<file path="config.mk">
export PLATFORM = sky130hd
export DESIGN_NAME = bounded_deque_unit
export DESIGN_NICKNAME = d
export VERILOG_FILES = /design/src/rtl/bdq_pkg.sv /design/src/rtl/bdq_ram.sv /design/src/rtl/bounded_deque_unit.sv
export SDC_FILE = /design/constraint.sdc
export NUM_CORES = 1
export LEC_CHECK = 0
export BUFFER_PORTS_ARGS = -buffer_cell sky130_fd_sc_hd__buf_2
export CORE_MARGIN = 5
export CORE_UTILIZATION = 60
export CTS_CLUSTER_SIZE = 28
export DETAILED_ROUTE_END_ITERATION = 10
export GPL_ROUTABILITY_DRIVEN = 0
export PLACE_DENSITY_LB_ADDON = 0.2
export SYNTH_ARGS = -nofsm -noshare
export SYNTH_HDL_FRONTEND = slang
export SYNTH_SLANG_ARGS = --single-unit
</file>
<file path="constraint.sdc">
create_clock -name clk_i -period 12 [get_ports clk_i]
set_clock_uncertainty 0.1 [all_clocks]
set_input_delay 0.6 -clock clk_i [delete_from_list [all_inputs] [get_ports clk_i]]
set_output_delay 0.6 -clock clk_i [all_outputs]
set_load 0.1 [all_outputs]
</file>
<file path="src/rtl/bdq_pkg.sv">
package bdq_pkg;

  localparam int unsigned DEPTH = 16;
  localparam int unsigned IDX_W = $clog2(DEPTH);
  localparam int unsigned CNT_W = $clog2(DEPTH + 1);
  localparam int unsigned SUM_W = CNT_W + 1;

  localparam int unsigned WORD_W = 32;
  localparam int unsigned FUNC_W = 2;
  localparam int unsigned ERR_W  = 2;

  localparam int unsigned IN_DATA_W  = ((WORD_W + 7) / 8) * 8;
  localparam int unsigned IN_USER_W  = FUNC_W;
  localparam int unsigned OUT_DATA_W = ((WORD_W + CNT_W + 7) / 8) * 8;
  localparam int unsigned OUT_USER_W = 1 + ERR_W;

  typedef enum logic [FUNC_W-1:0] {
    FUNC_PUSH_FRONT = 2'd0,
    FUNC_PUSH_BACK  = 2'd1,
    FUNC_POP_FRONT  = 2'd2,
    FUNC_POP_BACK   = 2'd3
  } func_e;

  typedef enum logic [ERR_W-1:0] {
    ERR_OK    = 2'd0,
    ERR_EMPTY = 2'd1,
    ERR_FULL  = 2'd2
  } err_e;

endpackage

</file>
<file path="src/rtl/bdq_ram.sv">
module bdq_ram #(
  parameter int unsigned WIDTH = 32,
  parameter int unsigned DEPTH = 16
) (
  input  logic                     clk_i,
  input  logic                     we_i,
  input  logic [$clog2(DEPTH)-1:0] waddr_i,
  input  logic [WIDTH-1:0]         wdata_i,
  input  logic                     re_i,
  input  logic [$clog2(DEPTH)-1:0] raddr_i,
  output logic [WIDTH-1:0]         rdata_o
);

  logic [WIDTH-1:0] mem_q [DEPTH];
  logic [WIDTH-1:0] rdata_q;

  always_ff @(posedge clk_i) begin
    if (we_i) begin
      mem_q[waddr_i] <= wdata_i;
    end
    if (re_i) begin
      rdata_q <= mem_q[raddr_i];
    end
  end

  assign rdata_o = rdata_q;

endmodule

</file>
<file path="src/rtl/bounded_deque_unit.sv">
// Bounded double-ended queue of signed 32-bit words held in a circular buffer.
// A push or a failed pop shows its result in the cycle after acceptance; a successful
// pop passes the registered RAM read, then the output register, and no new request
// is taken meanwhile. Pushes and failed pops run one per cycle unless the output stalls.
// Reset (rst_ni low, asynchronous): the deque is empty, the front pointer is zero
// and no result is pending; the word storage itself is not cleared.
module bounded_deque_unit (
  input  logic                            clk_i,
  input  logic                            rst_ni,
  // Request channel.
  input  logic                            s_axis_tvalid,
  output logic                            s_axis_tready,
  input  logic [bdq_pkg::IN_DATA_W-1:0]   s_axis_tdata,  // push_value[31:0]
  input  logic [bdq_pkg::IN_USER_W-1:0]   s_axis_tuser,  // func[1:0]
  // Result channel.
  output logic                            m_axis_tvalid,
  input  logic                            m_axis_tready,
  output logic [bdq_pkg::OUT_DATA_W-1:0]  m_axis_tdata,  // pop_value, occupancy, zero pad
  output logic [bdq_pkg::OUT_USER_W-1:0]  m_axis_tuser   // pop_valid, error_code[1:0]
);

  import bdq_pkg::*;

  // The block is either ready for a request or waiting for the RAM read of a pop.
  localparam logic ST_IDLE = 1'b0;
  localparam logic ST_READ = 1'b1;

  localparam logic [SUM_W-1:0] DEPTH_S = SUM_W'(DEPTH);
  localparam logic [IDX_W-1:0] LAST_IDX = IDX_W'(DEPTH - 1);

  logic             state_q, state_d;
  logic [IDX_W-1:0] front_q, front_d;
  logic [CNT_W-1:0] count_q, count_d;

  // Output register, which parts the request side from the result side.
  logic              out_valid_q, out_valid_d;
  logic [WORD_W-1:0] out_value_q, out_value_d;
  logic              out_pvalid_q, out_pvalid_d;
  err_e              out_err_q, out_err_d;
  logic [CNT_W-1:0]  out_occ_q, out_occ_d;

  logic              in_xact;
  func_e             func;
  logic [WORD_W-1:0] push_word;
  logic              is_full, is_empty;

  logic [IDX_W-1:0]  front_dec, front_inc;
  logic [SUM_W-1:0]  back_sum, last_sum;
  logic [IDX_W-1:0]  back_idx, last_idx;

  logic              ram_we, ram_re;
  logic [IDX_W-1:0]  ram_waddr, ram_raddr;
  logic [WORD_W-1:0] ram_rdata;

  assign func      = func_e'(s_axis_tuser[FUNC_W-1:0]);
  assign push_word = s_axis_tdata[WORD_W-1:0];
  assign is_full   = (count_q == CNT_W'(DEPTH));
  assign is_empty  = (count_q == '0);

  // A new request is taken only when the output register will be free for its result.
  assign s_axis_tready = (state_q == ST_IDLE) && (!out_valid_q || m_axis_tready);
  assign in_xact       = s_axis_tvalid && s_axis_tready;

  // Pointer arithmetic wraps by compare, so any depth works, not just powers of two.
  assign front_dec = (front_q == '0) ? LAST_IDX : front_q - 1'b1;
  assign front_inc = (front_q == LAST_IDX) ? '0 : front_q + 1'b1;
  assign back_sum  = SUM_W'(front_q) + SUM_W'(count_q);
  assign back_idx  = (back_sum >= DEPTH_S) ? IDX_W'(back_sum - DEPTH_S) : IDX_W'(back_sum);
  assign last_sum  = back_sum - 1'b1;
  assign last_idx  = (last_sum >= DEPTH_S) ? IDX_W'(last_sum - DEPTH_S) : IDX_W'(last_sum);

  always_comb begin
    state_d      = state_q;
    front_d      = front_q;
    count_d      = count_q;
    out_valid_d  = out_valid_q;
    out_value_d  = out_value_q;
    out_pvalid_d = out_pvalid_q;
    out_err_d    = out_err_q;
    out_occ_d    = out_occ_q;
    ram_we       = 1'b0;
    ram_re       = 1'b0;
    ram_waddr    = back_idx;
    ram_raddr    = front_q;

    if (out_valid_q && m_axis_tready) begin
      out_valid_d = 1'b0;
    end

    case (state_q)
      ST_IDLE: begin
        if (in_xact) begin
          out_value_d  = '0;
          out_pvalid_d = 1'b0;
          out_err_d    = ERR_OK;
          case (func)
            FUNC_PUSH_FRONT, FUNC_PUSH_BACK: begin
              out_valid_d = 1'b1;
              if (is_full) begin
                out_err_d = ERR_FULL;
                out_occ_d = count_q;
              end else begin
                ram_we    = 1'b1;
                ram_waddr = (func == FUNC_PUSH_FRONT) ? front_dec : back_idx;
                if (func == FUNC_PUSH_FRONT) begin
                  front_d = front_dec;
                end
                count_d   = count_q + 1'b1;
                out_occ_d = count_q + 1'b1;
              end
            end
            default: begin
              if (is_empty) begin
                out_valid_d = 1'b1;
                out_err_d   = ERR_EMPTY;
                out_occ_d   = count_q;
              end else begin
                // The word arrives from the RAM in the next cycle.
                ram_re    = 1'b1;
                ram_raddr = (func == FUNC_POP_FRONT) ? front_q : last_idx;
                if (func == FUNC_POP_FRONT) begin
                  front_d = front_inc;
                end
                count_d   = count_q - 1'b1;
                out_occ_d = count_q - 1'b1;
                state_d   = ST_READ;
              end
            end
          endcase
        end
      end
      ST_READ: begin
        out_valid_d  = 1'b1;
        out_value_d  = ram_rdata;
        out_pvalid_d = 1'b1;
        state_d      = ST_IDLE;
      end
      default: begin
        state_d = ST_IDLE;
      end
    endcase
  end

  always_ff @(posedge clk_i or negedge rst_ni) begin
    if (!rst_ni) begin
      state_q     <= ST_IDLE;
      front_q     <= '0;
      count_q     <= '0;
      out_valid_q <= 1'b0;
    end else begin
      state_q     <= state_d;
      front_q     <= front_d;
      count_q     <= count_d;
      out_valid_q <= out_valid_d;
    end
  end

  always_ff @(posedge clk_i) begin
    out_value_q  <= out_value_d;
    out_pvalid_q <= out_pvalid_d;
    out_err_q    <= out_err_d;
    out_occ_q    <= out_occ_d;
  end

  bdq_ram #(
    .WIDTH (WORD_W),
    .DEPTH (DEPTH)
  ) u_word_ram (
    .clk_i   (clk_i),
    .we_i    (ram_we),
    .waddr_i (ram_waddr),
    .wdata_i (push_word),
    .re_i    (ram_re),
    .raddr_i (ram_raddr),
    .rdata_o (ram_rdata)
  );

  assign m_axis_tvalid = out_valid_q;
  assign m_axis_tdata  = OUT_DATA_W'({out_occ_q, out_value_q});
  assign m_axis_tuser  = {out_err_q, out_pvalid_q};

`ifndef SYNTHESIS
  // The stored count never passes the capacity.
  assert property (@(posedge clk_i) disable iff (!rst_ni) count_q <= CNT_W'(DEPTH))
    else $error("stored count exceeds capacity");

  // While a pop waits for its word, the output register is empty and no request is taken.
  assert property (@(posedge clk_i) disable iff (!rst_ni)
      (state_q == ST_READ) |-> (!out_valid_q && !s_axis_tready))
    else $error("pop read overlaps a pending result or a new request");

  // A successful pop is followed by the read state and then a valid popped word.
  assert property (@(posedge clk_i) disable iff (!rst_ni)
      (state_q == ST_READ) |=> (out_valid_q && out_pvalid_q && out_err_q == ERR_OK))
    else $error("pop result not delivered after the read");
`endif

endmodule
</file>
After elaboration in Yosys (flattened, before gate mapping):

Memories as Yosys holds them, arrays and structs flattened. A register that Yosys moved wholly into a read port is not among the register bits.
Index checks and enable logic that the tools add are counted.

* muxes and demuxes: 45
* reduce and logical (&&, ||, !) cells: 12
* bitwise logic cells: 1
* eq/ne operators: 8
* $add $sub $neg: 8
* $lt $le $gt $ge: 2

Operators with widths (count)
* $mux 4: 19
* $pmux 32 s2: 1
* $mux 32: 1
* $mux 1: 16
* $mux 5: 3
* $ge 6x5->1 const B: 2
* $sub 4x1->4 const B: 3
* $add 4x5->6: 1
* $ne 2x2->1 const B: 3
* $pmux 1 s2: 3
* $reduce_and 6->1: 1
* $sub 6x1->6 const B: 1
* $add 5x1->5 const B: 1
* $eq 5x5->1 const B: 1
* $logic_not 5->1: 1
* $sub 5x1->5 const B: 1
* $add 4x1->4 const B: 1
* $eq 4x4->1 const B: 1
* $logic_not 4->1: 1
* $mux 2: 2
* $logic_and 1x1->1: 3
* $eq 2x1->1 const B: 1
* $eq 2x2->1 const B: 1
* $logic_not 2->1: 1
* other kinds (7): 7

* memories: 1
* bits in writable memories: 512
* output and inout bits: 45
* bits of input ports: 38
* register bits after elaboration: 51
* word-level logic and storage cells: 85

Memories
* u_word_ram.mem_q: words 16, width 32, read ports 1, clocked after Yosys merged registers in 1, write ports 1, RTL line bdq_ram.sv:14 `logic [WIDTH-1:0] mem_q [DEPTH];`

Depth between registers and ports, before layout:

* depth after elaboration: 9
* mapped depth: 13
* gate-level depth less buffers: 10

By module:

From an unflattened synthesis, not the netlist that was laid out.

* cell total of the unflattened synthesis: 1066
* area, all modules: 22791.9 µm²

By module, submodules not included
* bdq_ram: cells an instance 838, area each 20155.6 µm², times used 1, sequential area each 16335.7 µm²
* bounded_deque_unit: cells an instance 228, area each 2636.3 µm², times used 1, sequential area each 1476.4 µm²

Worst setup path before layout:

No wires, ideal clock.

* path type: flip-flop to flip-flop
* from: reg out_valid_q (netlist: m_axis_tvalid)
* to: mem u_word_ram.mem_q[9][0] (enable)
* period minus slack after synthesis: 4.120 ns
* library setup time: 0.421 ns
* required time: 11.479 ns
* path slack: 7.880 ns
* data arrival time: 3.599 ns
* stages on the path, launching flop included: 8
* cells stage by stage: dfrtp_1 nand2b_1 nand2_1 nor3_2 mux2_2 mux2i_1 nand2_1 nor2_1

* longest elaborated chain between the ends: 8

Ends and longest elaborated chain
* from (decl): RTL line bounded_deque_unit.sv:36 `logic out_valid_q, out_valid_d;`
* from (signal assigned): RTL line bounded_deque_unit.sv:154 `out_valid_q <= out_valid_d;`
* $logic_not 1->1 (*): RTL line bounded_deque_unit.sv:61 `assign s_axis_tready = (state_q == ST_IDLE) && (!out_valid_q || m_axis_tready);`
* $logic_or 1x1->1 (*): RTL line bounded_deque_unit.sv:61
* $logic_and 1x1->1 (*): RTL line bounded_deque_unit.sv:61
* $logic_and 1x1->1 (*): RTL line bounded_deque_unit.sv:62 `assign in_xact = s_axis_tvalid && s_axis_tready;`
* $mux 1: RTL line bounded_deque_unit.sv:92 `if (in_xact) begin`
* $mux 1: RTL line bounded_deque_unit.sv:90 `case (state_q)`
* $mux 1: RTL line bdq_ram.sv:18 `if (we_i) begin`
* $mux 1 (implied by the code): RTL line bdq_ram.sv:19 `mem_q[waddr_i] <= wdata_i;`
* to (decl): RTL line bdq_ram.sv:14

Mark *: on every way between the ends. The rest lies on a longest branch, timed or not.

Worst setup path after layout:

* from: reg count_q[1]
* to: reg u_word_ram.rdata_q[23] (netlist: u_word_ram.rdata_o[23]) (read register of u_word_ram.mem_q), data pin

RTL lines
* from (decl): RTL line bounded_deque_unit.sv:33 `logic [CNT_W-1:0] count_q, count_d;`
* from (signal assigned): RTL line bounded_deque_unit.sv:153 `count_q <= count_d;`
* $logic_not 5->1: RTL line bounded_deque_unit.sv:58 `assign is_empty = (count_q == '0);`
* $mux 1: RTL line bounded_deque_unit.sv:113 `if (is_empty) begin`
* $mux 1: RTL line bounded_deque_unit.sv:96 `case (func)`
* $mux 1: RTL line bounded_deque_unit.sv:92
* $mux 1: RTL line bounded_deque_unit.sv:90
* via ram_re: RTL line bounded_deque_unit.sv:51 `logic ram_we, ram_re;`
* to (decl): RTL line bdq_ram.sv:15 `logic [WIDTH-1:0] rdata_q;`

The timed path passes the listed nets, and every way through them passes these cells.
A chain may end at the register's enable or synchronous reset.

==> impl_metrics.tcl <==
set metrics [dict create \
    start_kind "register" \
    ys_types 59 \
    hold_end "m_axis_tvalid" \
    finalHoldViolCount 0 \
    initial_core_util_pct 60.6 \
    drv_cap 0 \
    nets 1601 \
    grt_pass1_wl_um 78900 \
    irDropWorstVdd_mv 0.179 \
    yosys_warnings 0 \
    syn_avg_cell_area_sq_um 15.9 \
    dieArea_sq_um 43100 \
    fin_crit_sh_pct 42.3 \
    multi_input_area_sq_um 5190 \
    setup_viol 0 \
    cts.path.max_buffers 3 \
    min_from "s_axis_tvalid" \
    boundaryPins 83 \
    viasPerCell 6.24 \
    cp_data_arrival_time_ps 5330 \
    seqCellArea_sq_um 17800 \
    cts_made_buffers 56 \
    slowest_delay_ps 830 \
    grt-ovfl-total 0 \
    drtPass1Iterations 5 \
    synthTopCellsByArea "edfxtp_1 (75%), nand2_1 (4.6%), mux2i_1 (4.2%), a32oi_1 (3.6%), a21oi_1 (1.4%)" \
    rsz0062_at_grt "false" \
    synthesis.instances 1475 \
    period_needed_ps 5080 \
    layout-drive-gt1-share_pct 14.0 \
    drtIter0Drc 1408 \
    syn_area_sq_um 23400 \
    die_w_um 208 \
    r2r_end "u_word_ram.rdata_o[23]" \
    synth_edf_count 584 \
    crit_fanout 122 \
    rows 72 \
    critical_path_class "register to register" \
    slew_headroom_pct 20.6 \
    crit_chain "inv_1 -> ha_1 -> or4b_1 -> nand4_4 -> inv_2 -> buf_4 -> nand3_2 -> nand2_8 -> buf_4 -> mux2i_1 -> a221oi_1 -> a32o_1" \
    cts_root_buffer "clkbuf_16" \
    first_global_vias 12800 \
    status "complete, no violations" \
    ant_nets 0 \
    clock_sinks 595 \
    reg2reg_slack_ps 6920 \
    tns_ps 0 \
    tritoncts "built" \
    holdPathStages 3 \
    drcViolationCount 0 \
    critical_path.endpoint_type "register" \
    wl_um 52600 \
    ys_async_sr_fraction_pct 1.85 \
    avgRoutedWirePerCell_um 24.8 \
    nFillCells 2568 \
    final_cells 2118 \
    hold_class "input port to register" \
    dp.cells 2012 \
    core_area_sq_um 38600 \
    track_usage_pct 23.9 \
    synth_seq_cells 595 \
    tightest_slew_ps 1190 \
    fmax_mhz 197 \
    reg2reg_from "count_q[1]" \
    cpMaxStageDelayCell "buf_4" \
    grt_max_degree 123 \
    die_h_um 208 \
    clk_pin_slew_ps 60 \
    fin_total_pwr_w 0.00666 \
    area_growth_pct 11.2 \
    drv_slew 0 \
    power.leakage_nw 8.73 \
    required_ps 12260 \
    synth_seq_area_share_pct 76.0 \
    numPortBuffers 79 \
    yosys.area.top_type_share_pct 74.8 \
    vias 13200 \
    powerDensity_nw_per_um2 256 \
    postCtsSetupBuffers 0 \
    synth_flop_cell "edfxtp_1" \
    synth_area_leader_cell "edfxtp_1" \
    dp.final_hpwl_um 24900 \
    clock_latency_ps 600 \
    r2r_cells 12 \
    path_common_cell "buf_4" \
    htreeDepth 2 \
    antenna_found_initial 4 \
]
-- kinds of logic after synthesis --
family | synth area share, %
mux | 4.49
compound gates | 9.02
fa+ha+maj | 0.566
flops | 76.0
simple gates | 6.79
xor+xnor | 0.566
other cells | 0.0160
buf+inv | 2.54
-- synthesized netlist by cell type, types with 2 or more instances --
cell / instances
a31o_2: 2
a221oi_1: 33
a32oi_1: 95
a31oi_1: 2
a21oi_2: 3
xnor2_1: 8
and2_1: 34
a21oi_1: 67
nand2_1: 286
mux2i_1: 98
dfrtp_1: 11
buf_4: 21
o21ai_0: 11
nor2_1: 26
a22o_1: 2
buf_6: 9
ha_1: 9
xor2_1: 4
inv_1: 15
buf_2: 37
edfxtp_1: 584
nor2_2: 2
o22ai_1: 5
mux2_2: 5
a221o_1: 2
nand3_2: 3
nand2b_1: 2
or3_1: 2
clkinv_1: 2
clkbuf_1: 22
o22a_1: 2
a32o_1: 32
nor3_1: 6
nand3_1: 5
nor2b_1: 2
and3_1: 3
-- sequential cells by signal, summed over array words and instances (netlist names) --
| register | count |
|---|---|
| out_occ_q | 5 |
| out_pvalid_q | 1 |
| out_value_q | 32 |
| m_axis_tvalid | 1 |
| u_word_ram.mem_q | 512 |
| u_word_ram.rdata_o | 32 |
| state_q | 1 |
| count_q | 5 |
| front_q | 4 |
| out_err_q | 2 |
-- through the flow --
| stage | setup WS [ps] | hold WS (ps) | area [sq um] | util (%) |
|---|---|---|---|---|
| 4_1_cts | 6940 | 106 | 26000 | 67.4 |
| 5_1_grt | 6630 | 165 | 26000 | 67.4 |
| 3_5_place_dp | 7000 | 402 | 24300 | 62.9 |
| 2_1_floorplan | 7880 | 204 | 23400 | - |
| 6_report | 6920 | 130 | 26100 | 67.4 |
| 3_3_place_gp | 7110 | 398 | 24300 | 62.9 |
-- cell type report --
type	count	area share, %
Antenna cell	2	0.0192
Clock buffer	74	5.64
Clock inverter	29	0.965
Inverter	18	0.259
Multi-Input combinational cell	775	19.9
Sequential cell	595	68.4
Tap cell	518	2.49
Timing Repair Buffer	107	2.33
-- how the worst max path moves through the flow --
stage	startpoint	endpoint	slack (ps)	cells past startpoint
after floorplan	m_axis_tvalid	u_word_ram.mem_q[9][0]	7880	7
after global placement	count_q[1]	u_word_ram.rdata_o[29]	7110	12
after global routing	count_q[1]	u_word_ram.rdata_o[23]	6630	12
final	count_q[1]	u_word_ram.rdata_o[23]	6920	12
after detailed placement	count_q[1]	u_word_ram.rdata_o[27]	7000	12
after CTS	count_q[1]	u_word_ram.rdata_o[23]	6940	12
-- cells in the final DEF (no fill, tap or decap), drive strengths merged, types with 3 or more instances in the layout --
master	n
a21oi	70
a221oi	33
a32o	32
a32oi	95
and2	34
and3	3
buf	106
bufinv	4
clkbuf	74
clkinv	23
clkinvlp	3
conb	3
dfrtp	11
edfxtp	584
ha	9
inv	17
mux2	6
mux2i	98
nand2	287
nand3	8
nor2	28
nor3	7
o21ai	13
o22ai	5
xnor2	9
xor2	4
-- where the power goes --
| group | internal (W) | total (W) | switching [W] |
|---|---|---|---|
| Combinational | 0.000719 | 0.00233 | 0.00161 |
| Clock | 0.000945 | 0.00167 | 0.000730 |
| Sequential | 0.00257 | 0.00266 | 0.0000928 |
| Total | 0.00423 | 0.00666 | 0.00243 |
-- metal layers --
layer	wire length, um	GRT usage (%)	up-vias
met4	1450	7.20	4
met3	4020	3.39	110
met1	21600	34.2	6611
met5	22	0	-
li1	-	-	5899
met2	25500	39.1	601
-- critical path: cells and delay by family, from the launching register on --
family / cells / cell delay (ps)
multiplexers: 1 / 320
adder cells (fa/ha/maj): 1 / 230
AO/OA/AOI/OAI: 2 / 400
flip-flops: 1 / 500
AND/OR/NAND/NOR: 4 / 1530
buffers and inverters: 4 / 1610
-- repair_timing --
action,4_1_cts,5_1_grt
hold endpoints to repair,11,0
hold buffers,1,0
resized for setup,0,0
No activity file was read; power rests on OpenSTA's default activity.
